<file path="src/rtl/core/lscc_pkg.sv">
// Shared types and codes of the line sensor calibrate-and-centroid block.
package lscc_pkg;

  // Operation codes of an input item
  localparam logic [1:0] OP_CALIBRATE = 2'd0;
  localparam logic [1:0] OP_MEASURE   = 2'd1;
  localparam logic [1:0] OP_CLEAR     = 2'd2;

  // Configuration register indexes
  localparam int unsigned CFG_IDX_W = 3;
  localparam logic [CFG_IDX_W-1:0] CFG_SENSOR_COUNT   = 3'd0;
  localparam logic [CFG_IDX_W-1:0] CFG_NORM_MAX       = 3'd1;
  localparam logic [CFG_IDX_W-1:0] CFG_SENSOR_PITCH   = 3'd2;
  localparam logic [CFG_IDX_W-1:0] CFG_ACTIVE_LEVEL   = 3'd3;
  localparam logic [CFG_IDX_W-1:0] CFG_LOST_THRESHOLD = 3'd4;
  localparam logic [CFG_IDX_W-1:0] CFG_MIN_ACTIVE     = 3'd5;
  localparam int unsigned CFG_DATA_W = 16;

  // Width of the normalization numerator (12-bit difference times 12-bit full scale)
  localparam int unsigned NORM_NUM_W = 24;

  typedef struct packed {
    logic [1:0]  operation;
    logic [3:0]  sensor_index;
    logic [11:0] raw_value;
  } in_item_t;

  typedef struct packed {
    logic [11:0]        normalized;
    logic               scan_done;
    logic signed [15:0] position;
    logic               line_lost;
    logic               crossing;
  } out_item_t;

  // Commands from the controller to the datapath
  typedef struct packed {
    logic capture;     // latch the accepted input item
    logic do_cal;      // widen the sensor's window
    logic do_clr;      // clear calibration and accumulators
    logic prep_num;    // form numerator, range and sensor offset
    logic norm_start;  // form half span and start the normalizing division
    logic norm_take;   // take the normalized value from the divider
    logic do_mul;      // position times normalized value
    logic do_acc;      // accumulate the scan sums
    logic fin_lost;    // report the held position for a lost line
    logic cdiv_start;  // start the centroid division
    logic cdiv_take;   // take the centroid from the divider
    logic out_load;    // move the finished result into the output register
  } cmd_t;

  // Status from the datapath to the controller
  typedef struct packed {
    logic [1:0] op;
    logic       div_done;
    logic       last;
    logic       lost;
    logic       out_full;
  } status_t;

endpackage

</file>
<file path="src/rtl/core/lscc_divider.sv">
// Restoring divider, one quotient bit per cycle, with a short mode for 24-bit dividends.
module lscc_divider #(
  parameter int unsigned N = 35,  // dividend and quotient width
  parameter int unsigned M = 17   // divisor width
) (
  input  logic         clk_i,
  input  logic         rst_ni,
  input  logic         start_i,
  input  logic         short_i,
  input  logic [N-1:0] dividend_i,
  input  logic [M-1:0] divisor_i,
  output logic [N-1:0] quotient_o,
  output logic         done_o
);
  import lscc_pkg::*;

  localparam int unsigned StepW = $clog2(N + 1);

  logic [N-1:0]     quo_q;
  logic [M-1:0]     rem_q;
  logic [M-1:0]     div_q;
  logic [StepW-1:0] step_q;
  logic             busy_q;
  logic             done_q;

  logic [M:0]       rem_sh;
  logic             fits;

  // Shift in the next dividend bit and trial-subtract
  assign rem_sh = {rem_q, quo_q[N-1]};
  assign fits   = rem_sh >= {1'b0, div_q};

  // Payload: quotient, remainder and divisor
  always_ff @(posedge clk_i) begin
    if (start_i) begin
      quo_q <= dividend_i;
      rem_q <= '0;
      div_q <= divisor_i;
    end else if (busy_q) begin
      quo_q <= {quo_q[N-2:0], fits};
      rem_q <= fits ? M'(rem_sh - {1'b0, div_q}) : M'(rem_sh);
    end
  end

  // Step counter and done pulse
  always_ff @(posedge clk_i or negedge rst_ni) begin
    if (!rst_ni) begin
      step_q <= '0;
      busy_q <= 1'b0;
      done_q <= 1'b0;
    end else begin
      done_q <= 1'b0;
      if (start_i) begin
        step_q <= short_i ? StepW'(NORM_NUM_W) : StepW'(N);
        busy_q <= 1'b1;
      end else if (busy_q) begin
        step_q <= step_q - StepW'(1);
        if (step_q == StepW'(1)) begin
          busy_q <= 1'b0;
          done_q <= 1'b1;
        end
      end
    end
  end

  assign quotient_o = quo_q;
  assign done_o     = done_q;

endmodule

</file>
<file path="src/rtl/core/lscc_datapath.sv">
// Datapath: configuration, calibration windows, scan accumulators, divider and output register.
module lscc_datapath #(
  parameter int unsigned MAX_SENSOR_COUNT = 16,
  parameter int unsigned SAMPLE_BITS      = 12
) (
  input  logic                                clk_i,
  input  logic                                rst_ni,
  input  lscc_pkg::cmd_t                      cmd_i,
  output lscc_pkg::status_t                   status_o,
  input  lscc_pkg::in_item_t                  in_item_i,
  input  logic                                cfg_valid_i,
  input  logic [lscc_pkg::CFG_IDX_W-1:0]      cfg_index_i,
  input  logic [lscc_pkg::CFG_DATA_W-1:0]     cfg_data_i,
  output logic                                out_valid_o,
  input  logic                                out_ready_i,
  output lscc_pkg::out_item_t                 out_item_o
);
  import lscc_pkg::*;

  localparam int unsigned IdxW  = (MAX_SENSOR_COUNT > 1) ? $clog2(MAX_SENSOR_COUNT) : 1;
  localparam int unsigned CntW  = $clog2(MAX_SENSOR_COUNT + 1);
  localparam int unsigned CW    = (SAMPLE_BITS > 12) ? SAMPLE_BITS : 12;
  localparam int unsigned HW    = CntW + 12;
  localparam int unsigned PidxW = IdxW + 12;
  localparam int unsigned PW    = CntW + 13;
  localparam int unsigned PrW   = PW + 13;
  localparam int unsigned WsW   = PrW + IdxW;
  localparam int unsigned SumW  = CntW + 12;
  localparam int unsigned CmpW  = (SumW > 16) ? SumW : 16;
  localparam logic [11:0] RawMask =
      (SAMPLE_BITS >= 12) ? 12'hFFF : 12'((1 << SAMPLE_BITS) - 1);

  // Configuration registers
  logic [4:0]  sc_q;
  logic [11:0] nmax_q;
  logic [11:0] scale_q;
  logic [11:0] alev_q;
  logic [15:0] thr_q;
  logic [4:0]  mina_q;

  // Latched input item
  logic [1:0]      op_q;
  logic [IdxW-1:0] idx_q;
  logic [11:0]     raw_q;
  logic [IdxW-1:0] idx_m;

  // Calibration windows
  logic [SAMPLE_BITS-1:0] min_q [MAX_SENSOR_COUNT];
  logic [SAMPLE_BITS-1:0] max_q [MAX_SENSOR_COUNT];

  // Per-item working registers
  logic [NORM_NUM_W-1:0] num_q;
  logic [11:0]           range_q;
  logic                  win_q;
  logic [PidxW-1:0]      pidx_q;
  logic [HW-1:0]         half_q;
  logic [11:0]           norm_q;
  logic signed [PW-1:0]  p_q;
  logic signed [PrW-1:0] prod_q;
  logic                  sign_q;

  // Scan state
  logic [SumW-1:0]       sum_q;
  logic signed [WsW-1:0] ws_q;
  logic [4:0]            act_q;
  logic signed [15:0]    last_pos_q;

  // Staged result and output register
  logic               res_done_q;
  logic signed [15:0] res_pos_q;
  logic               res_lost_q;
  logic               res_cross_q;
  logic               out_valid_q;
  out_item_t          out_item_q;

  // Combinational helpers
  logic [CntW-1:0]        cnt_eff;
  logic [CW-1:0]          raw_c;
  logic [CW-1:0]          min_c;
  logic [CW-1:0]          max_c;
  logic                   win_ok;
  logic                   in_cnt;
  logic                   lost;
  logic [WsW-1:0]         ws_abs;
  logic                   div_start;
  logic [WsW-1:0]         div_dividend;
  logic [SumW-1:0]        div_divisor;
  logic [WsW-1:0]         div_quo;
  logic                   div_done;
  logic [11:0]            norm_d;
  logic signed [15:0]     cent_d;

  // Sensor index folded into the array depth
  always_comb begin
    idx_m = '0;
    for (int i = 0; i < 16; i++) begin
      if (in_item_i.sensor_index == 4'(i)) begin
        idx_m = IdxW'(i % MAX_SENSOR_COUNT);
      end
    end
  end

  // Effective sensor count clamped to [1, MAX_SENSOR_COUNT]
  always_comb begin
    if (sc_q == 5'd0) begin
      cnt_eff = CntW'(1);
    end else if ({1'b0, sc_q} > 6'(MAX_SENSOR_COUNT)) begin
      cnt_eff = CntW'(MAX_SENSOR_COUNT);
    end else begin
      cnt_eff = CntW'(sc_q);
    end
  end

  // Window of the latched sensor
  assign raw_c  = CW'(raw_q);
  assign min_c  = CW'(min_q[idx_q]);
  assign max_c  = CW'(max_q[idx_q]);
  assign win_ok = (max_c > min_c) && (raw_c > min_c);

  assign in_cnt = CntW'(idx_q) < cnt_eff;
  assign lost   = (sum_q == '0) || (CmpW'(sum_q) < CmpW'(thr_q));
  assign ws_abs = ws_q[WsW-1] ? $unsigned(-ws_q) : $unsigned(ws_q);

  // Divider shared by normalization and centroid
  assign div_start    = cmd_i.norm_start | cmd_i.cdiv_start;
  assign div_dividend = cmd_i.norm_start ? {num_q, {(WsW - NORM_NUM_W){1'b0}}} : ws_abs;
  assign div_divisor  = cmd_i.norm_start ? SumW'(range_q) : sum_q;

  lscc_divider #(
    .N (WsW),
    .M (SumW)
  ) u_div (
    .clk_i      (clk_i),
    .rst_ni     (rst_ni),
    .start_i    (div_start),
    .short_i    (cmd_i.norm_start),
    .dividend_i (div_dividend),
    .divisor_i  (div_divisor),
    .quotient_o (div_quo),
    .done_o     (div_done)
  );

  // Normalized value clamped to full scale, zero when the window is not valid
  always_comb begin
    if (!win_q) begin
      norm_d = '0;
    end else if (div_quo > WsW'(nmax_q)) begin
      norm_d = nmax_q;
    end else begin
      norm_d = div_quo[11:0];
    end
  end

  // Signed centroid, saturated to 16 bits
  always_comb begin
    if (sign_q) begin
      cent_d = (div_quo > WsW'(32768)) ? 16'sh8000 : -$signed(div_quo[15:0]);
    end else begin
      cent_d = (div_quo > WsW'(32767)) ? 16'sh7FFF : $signed(div_quo[15:0]);
    end
  end

  // Configuration writes
  always_ff @(posedge clk_i or negedge rst_ni) begin
    if (!rst_ni) begin
      sc_q    <= 5'd8;
      nmax_q  <= 12'd1000;
      scale_q <= 12'd1000;
      alev_q  <= 12'd700;
      thr_q   <= 16'd200;
      mina_q  <= 5'd4;
    end else if (cfg_valid_i) begin
      unique case (cfg_index_i)
        CFG_SENSOR_COUNT:   sc_q    <= cfg_data_i[4:0];
        CFG_NORM_MAX:       nmax_q  <= cfg_data_i[11:0];
        CFG_SENSOR_PITCH:   scale_q <= cfg_data_i[11:0];
        CFG_ACTIVE_LEVEL:   alev_q  <= cfg_data_i[11:0];
        CFG_LOST_THRESHOLD: thr_q   <= cfg_data_i[15:0];
        CFG_MIN_ACTIVE:     mina_q  <= cfg_data_i[4:0];
        default: ;
      endcase
    end
  end

  // Per-item payload registers
  always_ff @(posedge clk_i) begin
    if (cmd_i.capture) begin
      op_q  <= in_item_i.operation;
      idx_q <= idx_m;
      raw_q <= in_item_i.raw_value & RawMask;
    end
    if (cmd_i.prep_num) begin
      num_q   <= NORM_NUM_W'(12'(raw_c - min_c)) * NORM_NUM_W'(nmax_q);
      range_q <= 12'(max_c - min_c);
      win_q   <= win_ok;
      pidx_q  <= PidxW'(idx_q) * PidxW'(scale_q);
    end
    if (cmd_i.norm_start) begin
      half_q <= HW'(cnt_eff - CntW'(1)) * HW'(scale_q);
    end
    if (cmd_i.norm_take) begin
      norm_q <= norm_d;
      p_q    <= $signed(PW'(pidx_q)) - $signed(PW'(half_q >> 1));
    end
    if (cmd_i.do_mul) begin
      prod_q <= PrW'(p_q) * PrW'($signed({1'b0, norm_q}));
    end
    if (cmd_i.cdiv_start) begin
      sign_q <= ws_q[WsW-1];
    end
  end

  // Calibration windows, widened by a calibrate item and cleared by reset and by a clear item
  always_ff @(posedge clk_i or negedge rst_ni) begin
    if (!rst_ni) begin
      for (int i = 0; i < MAX_SENSOR_COUNT; i++) begin
        min_q[i] <= '1;
        max_q[i] <= '0;
      end
    end else if (cmd_i.do_clr) begin
      for (int i = 0; i < MAX_SENSOR_COUNT; i++) begin
        min_q[i] <= '1;
        max_q[i] <= '0;
      end
    end else if (cmd_i.do_cal) begin
      if (raw_c < min_c) min_q[idx_q] <= SAMPLE_BITS'(raw_c);
      if (raw_c > max_c) max_q[idx_q] <= SAMPLE_BITS'(raw_c);
    end
  end

  // Scan accumulators and remembered position
  always_ff @(posedge clk_i or negedge rst_ni) begin
    if (!rst_ni) begin
      sum_q      <= '0;
      ws_q       <= '0;
      act_q      <= '0;
      last_pos_q <= '0;
    end else if (cmd_i.do_clr) begin
      sum_q      <= '0;
      ws_q       <= '0;
      act_q      <= '0;
      last_pos_q <= '0;
    end else begin
      // A scan starts at sensor zero
      if (cmd_i.do_mul && idx_q == '0) begin
        sum_q <= '0;
        ws_q  <= '0;
        act_q <= '0;
      end
      if (cmd_i.do_acc && in_cnt) begin
        sum_q <= sum_q + SumW'(norm_q);
        ws_q  <= ws_q + WsW'(prod_q);
        if (norm_q >= alev_q && act_q < 5'd31) act_q <= act_q + 5'd1;
      end
      if (cmd_i.cdiv_take) last_pos_q <= cent_d;
    end
  end

  // Staged result fields
  always_ff @(posedge clk_i) begin
    if (cmd_i.do_mul) begin
      res_done_q  <= 1'b0;
      res_pos_q   <= '0;
      res_lost_q  <= 1'b0;
      res_cross_q <= 1'b0;
    end
    if (cmd_i.fin_lost) begin
      res_done_q <= 1'b1;
      res_lost_q <= 1'b1;
      res_pos_q  <= last_pos_q;
    end
    if (cmd_i.cdiv_take) begin
      res_done_q  <= 1'b1;
      res_pos_q   <= cent_d;
      res_cross_q <= act_q >= mina_q;
    end
  end

  // Output register
  always_ff @(posedge clk_i or negedge rst_ni) begin
    if (!rst_ni) begin
      out_valid_q <= 1'b0;
    end else if (cmd_i.out_load) begin
      out_valid_q <= 1'b1;
    end else if (out_ready_i) begin
      out_valid_q <= 1'b0;
    end
  end

  always_ff @(posedge clk_i) begin
    if (cmd_i.out_load) begin
      out_item_q.normalized <= norm_q;
      out_item_q.scan_done  <= res_done_q;
      out_item_q.position   <= res_pos_q;
      out_item_q.line_lost  <= res_lost_q;
      out_item_q.crossing   <= res_cross_q;
    end
  end

  assign out_valid_o = out_valid_q;
  assign out_item_o  = out_item_q;

  assign status_o.op       = op_q;
  assign status_o.div_done = div_done;
  assign status_o.last     = in_cnt && (CntW'(idx_q) == cnt_eff - CntW'(1));
  assign status_o.lost     = lost;
  assign status_o.out_full = out_valid_q & ~out_ready_i;

  // A waiting result is never dropped
  a_out_hold: assert property (@(posedge clk_i) disable iff (!rst_ni)
    out_valid_q && !out_ready_i |=> out_valid_q)
    else $error("result dropped while stalled");

  // The centroid division never sees a zero divisor
  a_cdiv_nonzero: assert property (@(posedge clk_i) disable iff (!rst_ni)
    cmd_i.cdiv_start |-> sum_q != '0)
    else $error("centroid division by zero sum");

  // Quotients are taken only when the divider has finished
  a_take_done: assert property (@(posedge clk_i) disable iff (!rst_ni)
    (cmd_i.norm_take || cmd_i.cdiv_take) |-> div_done)
    else $error("quotient taken before division done");

  // Normalized value stays within full scale
  a_norm_range: assert property (@(posedge clk_i) disable iff (!rst_ni)
    cmd_i.norm_take |=> norm_q <= nmax_q)
    else $error("normalized value above full scale");

endmodule

</file>
<file path="src/rtl/core/lscc_ctrl.sv">
// Controller: sequences one item at a time through the datapath.
module lscc_ctrl (
  input  logic              clk_i,
  input  logic              rst_ni,
  input  logic              in_valid_i,
  output logic              in_ready_o,
  input  lscc_pkg::status_t status_i,
  output lscc_pkg::cmd_t    cmd_o
);
  import lscc_pkg::*;

  localparam logic [3:0] S_IDLE = 4'd0;
  localparam logic [3:0] S_DISP = 4'd1;
  localparam logic [3:0] S_PREP = 4'd2;
  localparam logic [3:0] S_NDIV = 4'd3;
  localparam logic [3:0] S_MUL  = 4'd4;
  localparam logic [3:0] S_ACC  = 4'd5;
  localparam logic [3:0] S_FIN  = 4'd6;
  localparam logic [3:0] S_CDIV = 4'd7;
  localparam logic [3:0] S_OUT  = 4'd8;

  logic [3:0] state_q;
  logic [3:0] state_d;

  assign in_ready_o = (state_q == S_IDLE);

  // Next state and commands
  always_comb begin
    state_d = state_q;
    cmd_o   = '0;
    unique case (state_q)
      S_IDLE: begin
        if (in_valid_i) begin
          cmd_o.capture = 1'b1;
          state_d       = S_DISP;
        end
      end
      S_DISP: begin
        unique case (status_i.op)
          OP_CALIBRATE: begin
            cmd_o.do_cal = 1'b1;
            state_d      = S_IDLE;
          end
          OP_MEASURE: begin
            cmd_o.prep_num = 1'b1;
            state_d        = S_PREP;
          end
          OP_CLEAR: begin
            cmd_o.do_clr = 1'b1;
            state_d      = S_IDLE;
          end
          default: state_d = S_IDLE;
        endcase
      end
      S_PREP: begin
        cmd_o.norm_start = 1'b1;
        state_d          = S_NDIV;
      end
      S_NDIV: begin
        if (status_i.div_done) begin
          cmd_o.norm_take = 1'b1;
          state_d         = S_MUL;
        end
      end
      S_MUL: begin
        cmd_o.do_mul = 1'b1;
        state_d      = S_ACC;
      end
      S_ACC: begin
        cmd_o.do_acc = 1'b1;
        state_d      = status_i.last ? S_FIN : S_OUT;
      end
      S_FIN: begin
        if (status_i.lost) begin
          cmd_o.fin_lost = 1'b1;
          state_d        = S_OUT;
        end else begin
          cmd_o.cdiv_start = 1'b1;
          state_d          = S_CDIV;
        end
      end
      S_CDIV: begin
        if (status_i.div_done) begin
          cmd_o.cdiv_take = 1'b1;
          state_d         = S_OUT;
        end
      end
      S_OUT: begin
        if (!status_i.out_full) begin
          cmd_o.out_load = 1'b1;
          state_d        = S_IDLE;
        end
      end
      default: state_d = S_IDLE;
    endcase
  end

  always_ff @(posedge clk_i or negedge rst_ni) begin
    if (!rst_ni) begin
      state_q <= S_IDLE;
    end else begin
      state_q <= state_d;
    end
  end

endmodule

</file>
<file path="src/rtl/core/line_sensor_calibrate_and_centroid_top.sv">
// Top level of the line sensor calibrate-and-centroid block.
// Each input item carries one sensor sample and an operation. A calibrate item widens
// that sensor's min/max window and a clear item resets all windows, the scan sums and the
// remembered position; both give no result. A measure item returns one result: the
// sample normalized against its window, plus on the last sensor of a scan the centroid
// in sensor pitch units with line-lost and crossing flags. Items are handled one at a
// time; a measure item's sample is normalized in the 24-step short mode of the radix-2
// divider, and the last sensor of a scan adds a W-bit centroid division on the same
// divider (W = weighted-sum width, 35 at the default parameters) unless the line is lost.
// A finished result waits in an output register, so the next item is taken while it is
// still unread. Configuration writes are taken in any cycle but are meant to be issued
// only while the block is idle.
module line_sensor_calibrate_and_centroid_top #(
  parameter int unsigned MAX_SENSOR_COUNT = 16,
  parameter int unsigned SAMPLE_BITS      = 12
) (
  input  logic                            clk_i,
  input  logic                            rst_ni,
  input  logic                            in_valid_i,
  output logic                            in_ready_o,
  input  lscc_pkg::in_item_t              in_item_i,
  output logic                            out_valid_o,
  input  logic                            out_ready_i,
  output lscc_pkg::out_item_t             out_item_o,
  input  logic                            cfg_valid_i,
  output logic                            cfg_ready_o,
  input  logic [lscc_pkg::CFG_IDX_W-1:0]  cfg_index_i,
  input  logic [lscc_pkg::CFG_DATA_W-1:0] cfg_data_i
);
  import lscc_pkg::*;

  cmd_t    cmd;
  status_t status;

  // Configuration writes complete at once
  assign cfg_ready_o = 1'b1;

  lscc_ctrl u_ctrl (
    .clk_i      (clk_i),
    .rst_ni     (rst_ni),
    .in_valid_i (in_valid_i),
    .in_ready_o (in_ready_o),
    .status_i   (status),
    .cmd_o      (cmd)
  );

  lscc_datapath #(
    .MAX_SENSOR_COUNT (MAX_SENSOR_COUNT),
    .SAMPLE_BITS      (SAMPLE_BITS)
  ) u_dp (
    .clk_i       (clk_i),
    .rst_ni      (rst_ni),
    .cmd_i       (cmd),
    .status_o    (status),
    .in_item_i   (in_item_i),
    .cfg_valid_i (cfg_valid_i),
    .cfg_index_i (cfg_index_i),
    .cfg_data_i  (cfg_data_i),
    .out_valid_o (out_valid_o),
    .out_ready_i (out_ready_i),
    .out_item_o  (out_item_o)
  );

endmodule
</file>
<file path="config.mk">
export PLATFORM = sky130hd
export DESIGN_NAME = line_sensor_calibrate_and_centroid_top
export DESIGN_NICKNAME = d
export VERILOG_FILES = /design/src/rtl/core/lscc_pkg.sv /design/src/rtl/core/lscc_divider.sv /design/src/rtl/core/lscc_datapath.sv /design/src/rtl/core/lscc_ctrl.sv /design/src/rtl/core/line_sensor_calibrate_and_centroid_top.sv
export SDC_FILE = /design/constraint.sdc
export NUM_CORES = 2
export LEC_CHECK = 0
export BUFFER_PORTS_ARGS = -buffer_cell sky130_fd_sc_hd__clkbuf_2
export CORE_MARGIN = 1
export CORE_UTILIZATION = 46
export CTS_BUF_LIST = sky130_fd_sc_hd__clkbuf_4
export CTS_CLUSTER_DIAMETER = 100
export DETAILED_ROUTE_END_ITERATION = 7
export SETUP_SLACK_MARGIN = 0.05
export SLEW_MARGIN = 20
export SYNTH_ARGS = -nofsm -noshare
export SYNTH_HDL_FRONTEND = slang
export SYNTH_SLANG_ARGS = --single-unit
export TNS_END_PERCENT = 1
</file>
<file path="constraint.sdc">
create_clock -name clk_i -period 18.01 [get_ports clk_i]
set_clock_uncertainty 0.1 [all_clocks]
set_input_delay 1.801 -clock clk_i [delete_from_list [all_inputs] [get_ports clk_i]]
set_output_delay 1.801 -clock clk_i [all_outputs]
set_load 0.005 [all_outputs]
</file>
==> out/qor.yml <==
synthesis:
  synth_top_area_cell: "dfrtp_1"
  yosysSeqAreaShare: 0.374
  synth_top_area_share: 0.139
  syn_area_per_cell_um2: 10.3
  ys.flop_type: "dfrtp_1"
  netlist_instances: 5531
  synth_edf_count: 247
  yosys_warnings: 0
  synth_area_um2: 57100
  synth_cell_types: 79
  synth_seq_cells: 798
  synthTopCellsByArea: "dfrtp_1 (14%), fa_1 (14%), edfxtp_1 (13%)"
  async_flop_share: 0.667
detailed_routing:
  wire_per_inst_um: 21.0
  drt_wl_total_mm: 156
  drc: 0
  viasPerCell: 5.56
  first_iter_violations: 3399
  num_vias: 41400
  drt_first_pass_iters: 6
  antenna_left: 0
cts:
  cts_root_buffer: "clkbuf_4"
  insertion_delay_ns: 1.25
  postCtsSetupBuffers: 0
  cts_resized: 0
  cts_tree: "yes"
  cts.sinks: 798
  cts_buffers: 216
  clockBufferDepth: 3
  clk_pin_slew_ns: 0.07
  cts-hold-fix-buffers: 0
  cts-htree-levels: 4
placement:
  place_area_um2: 59100
  gp_congestion: 0.891
  portBuffers: 74
  hpwl_mm: 112
floorplan:
  ios: 76
  die_area_um2: 126000
  rows: 128
  die_x_um: 354
  core_um2: 123000
  die_y_um: 354
  start_util: 0.466
worst_hold_path:
  hp-class: "reg -> reg"
  hold_end: "u_dp.out_item_o[9]$_DFFE_PP_"
  min_from: "u_dp.res_pos_q[7]$_DFFE_PP_"
  min_path_cells: 0
worst_setup_path:
  worst-path-buf-inv: 6
  cp_slowest_stage_delay_ns: 0.76
  path_class: "reg -> reg"
  r2r_end: "u_dp.num_q[20]$_DFFE_PP_"
  rr_startpoint: "u_dp.idx_q[0]$_SDFFCE_PP1P_"
  r2r_slack_ns: 8.36
  crit_path_end_kind: "flop"
  critPathLaunchType: "flop"
  startpoint: "u_dp.idx_q[0]$_SDFFCE_PP1P_"
  worstPathRequired_ns: 18.87
  reg2regPathDepth: 28
  crit_arrival_ns: 10.51
  worst_path_dominant_cell_family: "adder cells"
  cp_max_fo: 45
  cp_common_cell: "fa_1"
  cpMaxStageDelayCell: "xnor2_1"
sta:
  finalMaxSlewViolations: 0
  setup_tns_ns: 0
  period_needed_ns: 9.65
  timing.fmax_ghz: 0.104
  tightestPinTransition_ns: 1.16
  rsz0062_at_grt: "no"
  post-route-period-util: 0.536
  setup_viol: 0
  final-hold-violation-count: 0
  relSlewSlack: 0.221
global_routing:
  grt_pass1_wl_mm: 243
  grt_max_degree: 125
  grt_pass1_vias: 41800
  grt_util_all_layers: 0.251
  antenna_found_initial: 8
  grt.overflow.total: 0
status:
  status: "finished, final reports clean"
layout:
  fin_util: 0.507
  postLayoutCellArea_um2: 62200
  drive_gt1_frac: 0.162
  syn_to_final_growth_pct: 8.85
  final_nets: 6403
flow_run:
  maxCapViolCount: 0
==> routing by layer <==
layer	vias to the layer above	global-route usage	part of all wire
met3	275	0.0468	0.068
met4	2	0.0879	0.031
met1	20800	0.353	0.45
met5	-	0	0.000045
met2	1303	0.387	0.45
li1	19000	-	-
==> cell usage in the layout, fill, tap and decap left out, types with 98 or more instances in the layout <==
master    Yosys  final
inv_1       607    607
nor2_1      582    577
nand2_1     448    448
fa_1        387    387
ha_1        356    356
clkbuf_4      0    347
dfrtp_1     317    317
a21oi_1     316    314
edfxtp_1    247    247
mux2i_1     226    226
dfstp_2     215    215
and2_1      198    197
o21ai_0     184    183
xnor2_1     122    121
mux4_2      120    120
nand3_1      98     98
==> cell type report <==
cell class | count | area (um^2)
Inverter | 608 | 2280
Fill cell | 11300 | 60300
Clock inverter | 60 | 412
Multi-Input combinational cell | 3849 | 32500
Clock buffer | 347 | 2610
Tap cell | 1625 | 2030
Timing Repair Buffer | 145 | 926
Antenna cell | 4 | 10.0
Sequential cell | 798 | 21400
==> state kept, by name, summed over array words and instances (netlist names), 6 cells and up <==
name	count
u_dp.res_pos_q	16
u_dp.ws_q	35
u_dp.num_q	24
u_dp.u_div.rem_q	17
u_dp.u_div.step_q	6
u_dp.pidx_q	16
u_dp.min_q	192
u_dp.scale_q	12
u_dp.u_div.div_q	17
u_dp.p_q	17
u_dp.range_q	12
u_dp.thr_q	16
u_dp.last_pos_q	16
u_dp.raw_c	12
u_dp.nmax_q	12
u_dp.sum_q	17
u_dp.prod_q	30
u_dp.norm_q	12
u_dp.alev_q	12
u_dp.out_item_o	31
u_dp.half_q	16
u_dp.max_q	192
u_dp.u_div.quotient_o	35
==> cell families after synthesis <==
family / share of synthesized area
muxes: 0.0952
buffers and inverters: 0.0596
xor gates and xnor gates: 0.0304
and+or+nand+nor: 0.135
adders and majority gates: 0.214
DFF: 0.374
other: 0.000131
AOI/OAI and AO/OA: 0.0921
==> how the worst max path moves through the flow <==
stage	endpoint	cells after the start	slack, ns
floorplan	u_dp.num_q[22]$_DFFE_PP_	35	9.24
global placement	u_dp.num_q[22]$_DFFE_PP_	27	8.64
detailed placement	u_dp.num_q[22]$_DFFE_PP_	28	8.48
CTS	u_dp.num_q[20]$_DFFE_PP_	28	8.45
global route	u_dp.num_q[22]$_DFFE_PP_	28	7.83
finish	u_dp.num_q[20]$_DFFE_PP_	28	8.36
==> cells in the mapped netlist (76+ instances only) <==
library cell	number
clkbuf_1	238
fa_1	387
nor2_1	582
a21oi_1	316
nand3_1	98
inv_1	607
xor2_1	76
dfrtp_1	317
dfstp_2	215
edfxtp_1	247
ha_1	356
nand2_1	448
mux4_2	120
o21ai_0	184
and2_1	198
mux2i_1	226
xnor2_1	122
==> stage by stage <==
stage / hold slack (ns) / instances / setup slack, ns
floorplan: 0.300 / 5551 / 9.24
global placement: 0.300 / 7025 / 8.64
detailed placement: 0.305 / 7025 / 8.48
CTS: 0.312 / 7432 / 8.45
global route: 0.318 / 7433 / 7.83
finish: 0.321 / 7436 / 8.36
Power is left out: the tool's default activity adds up to more than one toggle a clock period on the data nets, which glitch-free logic cannot reach.
